==> src/rtl/core/ffa_pkg.sv <==
// Package for the first-fit free list allocator.
// Holds status codes, action codes and the cell control struct; no dependencies.
package ffa_pkg;

	localparam logic [1:0] ST_DONE    = 2'd0;
	localparam logic [1:0] ST_OOM     = 2'd1;
	localparam logic [1:0] ST_IGNORED = 2'd2;
	localparam logic [1:0] ST_FULL    = 2'd3;

	localparam logic ACT_ALLOC = 1'b0;
	localparam logic ACT_FREE  = 1'b1;

	localparam logic CFG_HEAP_BASE  = 1'b0;
	localparam logic CFG_HEAP_LIMIT = 1'b1;

	// Operation broadcast to every cell for one update cycle.
	localparam logic [1:0] OP_HOLD   = 2'd0;
	localparam logic [1:0] OP_REMOVE = 2'd1;
	localparam logic [1:0] OP_INSERT = 2'd2;
	localparam logic [1:0] OP_MERGE  = 2'd3;

	typedef struct packed {
		logic [1:0]  op;
		logic [31:0] addr;
		logic [31:0] bytes;
	} ffa_cmd_t;

endpackage

==> src/rtl/core/ffa_cell.sv <==
// One entry of the free table, kept in address order along the chain.
// Depends on ffa_pkg for the command struct.
module ffa_cell (
	input  logic            clk,
	input  logic            arst_n,
	input  ffa_pkg::ffa_cmd_t cmd,
	input  logic            cnt_ok,      // this entry is below the count
	input  logic            prev_lt,     // previous entry is below the header
	input  logic            prev_fit,    // some earlier entry fits
	input  logic            prev_valid,
	input  logic            next_valid,
	input  logic [31:0]     prev_addr,
	input  logic [31:0]     prev_bytes,
	input  logic [31:0]     next_addr,
	input  logic [31:0]     next_bytes,
	input  logic [31:0]     need,
	output logic            valid,
	output logic            lt,
	output logic            fit,
	output logic [31:0]     addr,
	output logic [31:0]     bytes
);
	logic [31:0] addr_q, bytes_q;
	logic        v_q;
	logic        at_pos, here_fit, removing, shifting;

	assign valid = v_q;
	assign addr  = addr_q;
	assign bytes = bytes_q;
	// Position of an insert is the first entry that is invalid, past the count or not below the header.
	assign lt    = prev_lt && v_q && cnt_ok && (addr_q < cmd.addr);
	assign here_fit = v_q && (bytes_q >= need);
	assign fit   = prev_fit || here_fit;
	assign at_pos   = prev_lt && !lt;
	assign removing = prev_fit;
	assign shifting = !prev_lt;

	always_ff @(posedge clk or negedge arst_n) begin
		if (!arst_n) begin
			v_q <= 1'b0;
		end else begin
			unique case (cmd.op)
				ffa_pkg::OP_REMOVE: if (removing || here_fit) v_q <= next_valid;
				ffa_pkg::OP_INSERT: if (at_pos) v_q <= 1'b1;
					else if (shifting) v_q <= prev_valid;
				default: ;
			endcase
		end
	end

	always_ff @(posedge clk) begin
		unique case (cmd.op)
			ffa_pkg::OP_REMOVE: if (removing || here_fit) begin
				addr_q  <= next_addr;
				bytes_q <= next_bytes;
			end
			ffa_pkg::OP_INSERT: if (at_pos) begin
				addr_q  <= cmd.addr;
				bytes_q <= cmd.bytes;
			end else if (shifting) begin
				addr_q  <= prev_addr;
				bytes_q <= prev_bytes;
			end
			ffa_pkg::OP_MERGE: if (at_pos) begin
				addr_q  <= cmd.addr;
				bytes_q <= cmd.bytes + bytes_q;
			end
			default: ;
		endcase
	end
endmodule

==> config.mk <==
export PLATFORM = sky130hd
export DESIGN_NAME = ffa_cell
export DESIGN_NICKNAME = d
export VERILOG_FILES = /design/src/rtl/core/ffa_pkg.sv /design/src/rtl/core/ffa_cell.sv
export SDC_FILE = /design/constraint.sdc
export NUM_CORES = 1
export LEC_CHECK = 0
export BUFFER_PORTS_ARGS = -buffer_cell sky130_fd_sc_hd__buf_4
export CAP_MARGIN = 20
export CORE_AREA = 2 2 128 130
export CTS_CLUSTER_SIZE = 28
export DETAILED_ROUTE_END_ITERATION = 8
export DIE_AREA = 0 0 130 132
export PLACE_DENSITY = 0.77
export SLEW_MARGIN = 25
export SYNTH_ARGS = -nofsm -noshare
export SYNTH_HDL_FRONTEND = slang
export SYNTH_SLANG_ARGS = --single-unit
==> constraint.sdc <==
create_clock -name clk -period 3.45 [get_ports clk]
set_input_delay 0.5175 -clock clk [delete_from_list [all_inputs] [get_ports clk]]
set_output_delay 0.5175 -clock clk [all_outputs]
set_load 0.01 [all_outputs]
# Word level (Yosys, flattened, before mapping)
# Cells that the tools add are included.
# classes
n_mux	14
eq_ne	6
add_sub_neg	1
n_lt_le_gt_ge	2
reduce_logical	11
# ops
op	n
$mux W32	8
$pmux W32 S3	2
$add A32 B32 Y32	1
$ge A32 B32 Y1	1
$lt A32 B32 Y1	1
$logic_and A1 B1 Y1	5
$eq A2 B2 Y1 const B	2
$ne A2 B2 Y1 const B	2
$reduce_and A4 Y1	1
$mux W1	3
$ne A3 B3 Y1 const B	1
$reduce_and A3 Y1	1
$reduce_bool A3 Y1	1
$eq A2 B1 Y1 const B	1
$pmux W1 S2	1
$reduce_bool A2 Y1	1
$logic_not A1 Y1	1
$logic_or A1 B1 Y1	1
# word_totals
output_inout_bits	67
reg_bits	65

# Logic depth before layout (Yosys ltp)
# depth
depth_word	7
ltp_mapped	12
mapped_depth_nobuf	10

# Least setup slack after synthesis
# OpenSTA, ideal clock, no wires.
# synth_path
path_type	input to register
start	in need[0]
end	reg addr_q[0], in the netlist addr[0], enable pin
arrival_ns	3.462
setup_time_ns	0.421
slack_ns	-0.433
cell_stages	9
t_required_ns	3.029
path_buffers	0
path_cell_list	ha_1 -> nand2b_1 -> a21o_1 -> a211oi_1 -> or4_1 -> a311oi_1 -> o22a_1 -> a31o_2 -> a21o_1
# synth_via
elab_chain_len	5
# synth_lines
item	line_no	source
start: declaration	ffa_cell.sv:16	input logic [31:0] need,
$ge A32 B32 Y1	ffa_cell.sv:32	assign here_fit = v_q && (bytes_q >= need);
$logic_and A1 B1 Y1	ffa_cell.sv:32	
$logic_or A1 B1 Y1	-	
named net fit	ffa_cell.sv:19	output logic fit,
$ne A2 B2 Y1 (no line)	-	
$reduce_and A4 Y1 (no line)	-	
end signal: assignment	ffa_cell.sv:54	addr_q <= next_addr;
end signal: assignment	ffa_cell.sv:58	addr_q <= cmd.addr;
end signal: assignment	ffa_cell.sv:61	addr_q <= prev_addr;
end: declaration	ffa_cell.sv:23	logic [31:0] addr_q, bytes_q;
# The timed path passes the listed nets, and every way through them passes these cells.
# A chain may end at the register's enable or synchronous reset.

# Worst setup path after layout
# layout_path
start	reg bytes_q[31], in the netlist bytes[31]
end	out fit
# layout_via
elab_chain_len	3
# layout_lines
item	line_no	source
start: declaration	ffa_cell.sv:23	
start signal: assignment	ffa_cell.sv:55	bytes_q <= next_bytes;
start signal: assignment	ffa_cell.sv:59	bytes_q <= cmd.bytes;
start signal: assignment	ffa_cell.sv:62	bytes_q <= prev_bytes;
$ge A32 B32 Y1	ffa_cell.sv:32	
$logic_and A1 B1 Y1	ffa_cell.sv:32	
$logic_or A1 B1 Y1	ffa_cell.sv:33	assign fit = prev_fit || here_fit;
end: declaration	ffa_cell.sv:19	
# No other way between the ends.

==> results.cfg <==
[final_layout]
layout_commonest_cell = buf_4
drive_above_1_share_pct = 32.2
antennaDiodeCount = 0
area_growth_pct = 41.1
layout.cells.most_common_list = 310 x buf_4, 94 x ha_1, 84 x a21oi_1
final_area_sq_um = 9670
utilization_pct = 61.5
finalNetCount = 1385

[grt]
grt_pass1_wl_microns = 35900
busiest_layer = met2
grt_use_met1_pct = 33.7
met2_usage_pct = 43.7
grt_util_all_layers_pct = 26.8
antenna_found_initial = 0
grt_pass1_vias = 6917
grt_max_degree = 67
grt.met3_usage_pct = 6.17
overflow = 0

[clock_network]
clock_latency_ns = 0.34
cts_tree = yes
path_clk_slew_ns = 0.06
numCtsBuffers = 9
clockBufferDepth = 2
cts-root-buf = clkbuf_16
h-tree-depth = 3
clock_sinks = 65
post_cts_buffers = 0

[synth]
syn_avg_cell_area_sq_um = 8.92
netlist_area_sq_um = 6850
ys_ff_latch = 65
yosys_warnings = 0
async_reset_ff_share_pct = 1.54
synth_cells = 768
synth_ff_type = edfxtp_1
synth_edf_count = 64
ys_types = 62
synth_area_leaders = edfxtp_1 28%, ha_1 17%, mux2i_1 6.9%
synth_top_area_share_pct = 28.0
yosysTopAreaCell = edfxtp_1
seq_area_frac_synth_pct = 28.4
syn-num-nets = 1096

[worst_setup_path]
arrival_ns = 2.75
reg2reg_depth = 9
cp-startpoint = bytes[31]$_DFFE_PP_
worstSetupStartpointType = flop
cp_max_fo = 3
critPathCaptureType = output port
r2r_end = bytes[0]$_DFFE_PP_
critPathRequiredTime_ns = 2.93
r2r_start = bytes[31]$_DFFE_PP_
rrSetupSlack_ns = 0.28
crit_type = reg2out
cp-endpoint = fit

[floorplanning]
num_rows = 46
start_util_pct = 43.6
io_pins = 300
die_y_microns = 132
coreArea_sq_um = 15700
die_w_microns = 130
dieArea_sq_um = 17200

[timing]
hold_viol_final = 0
timing.hold.ws_ns = 0.468
timing.final.crit_share_pct = 94.7
rsz0062_at_grt = false
tightest_slew_ns = 0.657
slew_headroom_pct = 56.2
setup_viol = 0
tns_ns = 0
fin_skew_ns = 0.00965
slew_viol_final = 0
fmax_mhz = 306
period_needed_ns = 3.27

[pwr]
switching_share_pct = 34.5
power_density_nw_per_um2 = 377
ir_drop_v = 0.000275
p_comb_share_pct = 44.1
p_seq_share_pct = 30.4
p_leak_nw = 4.67
power_frac_clock_pct = 25.5
switchingPower_w = 0.00126
p_int_w = 0.00239

[drt]
drtPass1Iterations = 5
routed_wl_microns = 23600
vias = 7080
final_antenna_net_count = 0
drtIter0Drc = 455
wire_per_inst_microns = 18.5
drc = 0
via_per_inst = 5.54

[job]
cap_viol_max_count = 0

[placement]
gp_congestion = 0.909
placed_area_sq_um = 9360
io_buffers = 299
post-dp-hpwl_microns = 19000

[hold_path]
hold_class = in2reg
hp-start = next_bytes[17]

[run_status]
status = completed
[cells in the mapped netlist, types with 9 or more instances]
master	n
a211o_1	14
a211oi_1	9
a21o_1	21
a21oi_1	85
a22o_1	13
clkbuf_1	27
edfxtp_1	64
ha_1	94
inv_1	71
mux2i_1	47
nand2_1	38
nand4_1	13
nor2_1	69
nor3_1	10
o21a_1	22
o21ai_0	26
o221ai_1	12
xnor2_1	13
xor2_1	12
[state kept, by name, summed over array words and instances, names as in the netlist]
register and count:
addr 32, valid 1, bytes 32
[cells by family after synthesis]
| family | after synthesis | share of synthesized area [%] |
|---|---|---|
| adder cells (fa/ha/maj) | 95 | 17.5 |
| buffers and inverters | 109 | 6.48 |
| flip-flops | 65 | 28.4 |
| multiplexers | 51 | 7.52 |
| AO/OA/AOI/OAI | 250 | 24.8 |
| AND/OR/NAND/NOR | 173 | 12.1 |
| XOR/XNOR | 25 | 3.20 |
[power groups by stage]
| stage | Combinational, W | Clock, W | Sequential, W |
|---|---|---|---|
| 4_1_cts | 0.00160 | 0.000943 | 0.00111 |
| 5_1_grt | 0.00177 | 0.000968 | 0.00112 |
| 6_report | 0.00161 | 0.000928 | 0.00111 |
| 2_1_floorplan | 0.000911 | 0 | 0.00114 |
| 3_3_place_gp | 0.00156 | 0 | 0.00112 |
| 3_5_place_dp | 0.00158 | 0 | 0.00112 |
[worst max-delay path, stage by stage, from the launching register on]
cell	delay [ns]
edfxtp_1	0.50
ha_1	0.34
nand4_1	0.14
nor2_1	0.33
o2111ai_1	0.27
a311oi_2	0.39
o22a_1	0.28
buf_4	0.15
[timing repair]
action / in CTS / in global routing
gates resized for setup: 1 / 2
gates cloned: 0 / 0
setup endpoints to repair: 1 / 5
endpoints found under the hold margin: 1 / 0
hold buffers: 1 / 0
[stage by stage]
step,power [W],std cells,setup WS (ns)
3_3_place_gp,0.00268,1261,-0.121
3_5_place_dp,0.00271,1261,-0.0919
4_1_cts,0.00365,1278,0.150
6_report,0.00364,1278,0.184
5_1_grt,0.00386,1278,0.0782
2_1_floorplan,0.00205,768,0.123
[how the worst min path moves through the flow]
| stage | endpoint | cells past startpoint |
|---|---|---|
| CTS | bytes[17]$_DFFE_PP_ | 3 |
| finish | bytes[17]$_DFFE_PP_ | 3 |
| global route | bytes[26]$_DFFE_PP_ | 2 |
| global placement | valid$_DFFE_PN0P_ | 1 |
| floorplan | valid$_DFFE_PN0P_ | 0 |
| detailed placement | valid$_DFFE_PN0P_ | 1 |
[final cells by class]
type	instances	area [sq um]
repair buffers	315	2420
inverters	72	270
multi-input cells	594	4470
fillers	1432	6040
clock buffers	12	246
clock inverters	4	45.0
flip-flops and latches	65	1950
well taps	216	270
[per-layer routing]
layer | wire [microns] | share of wire (%)
met3 | 1980 | 8.4
met2 | 11200 | 47
met5 | 0 | 0
met4 | 940 | 4.0
met1 | 9500 | 40
No activity file was read; power rests on OpenSTA's default activity.
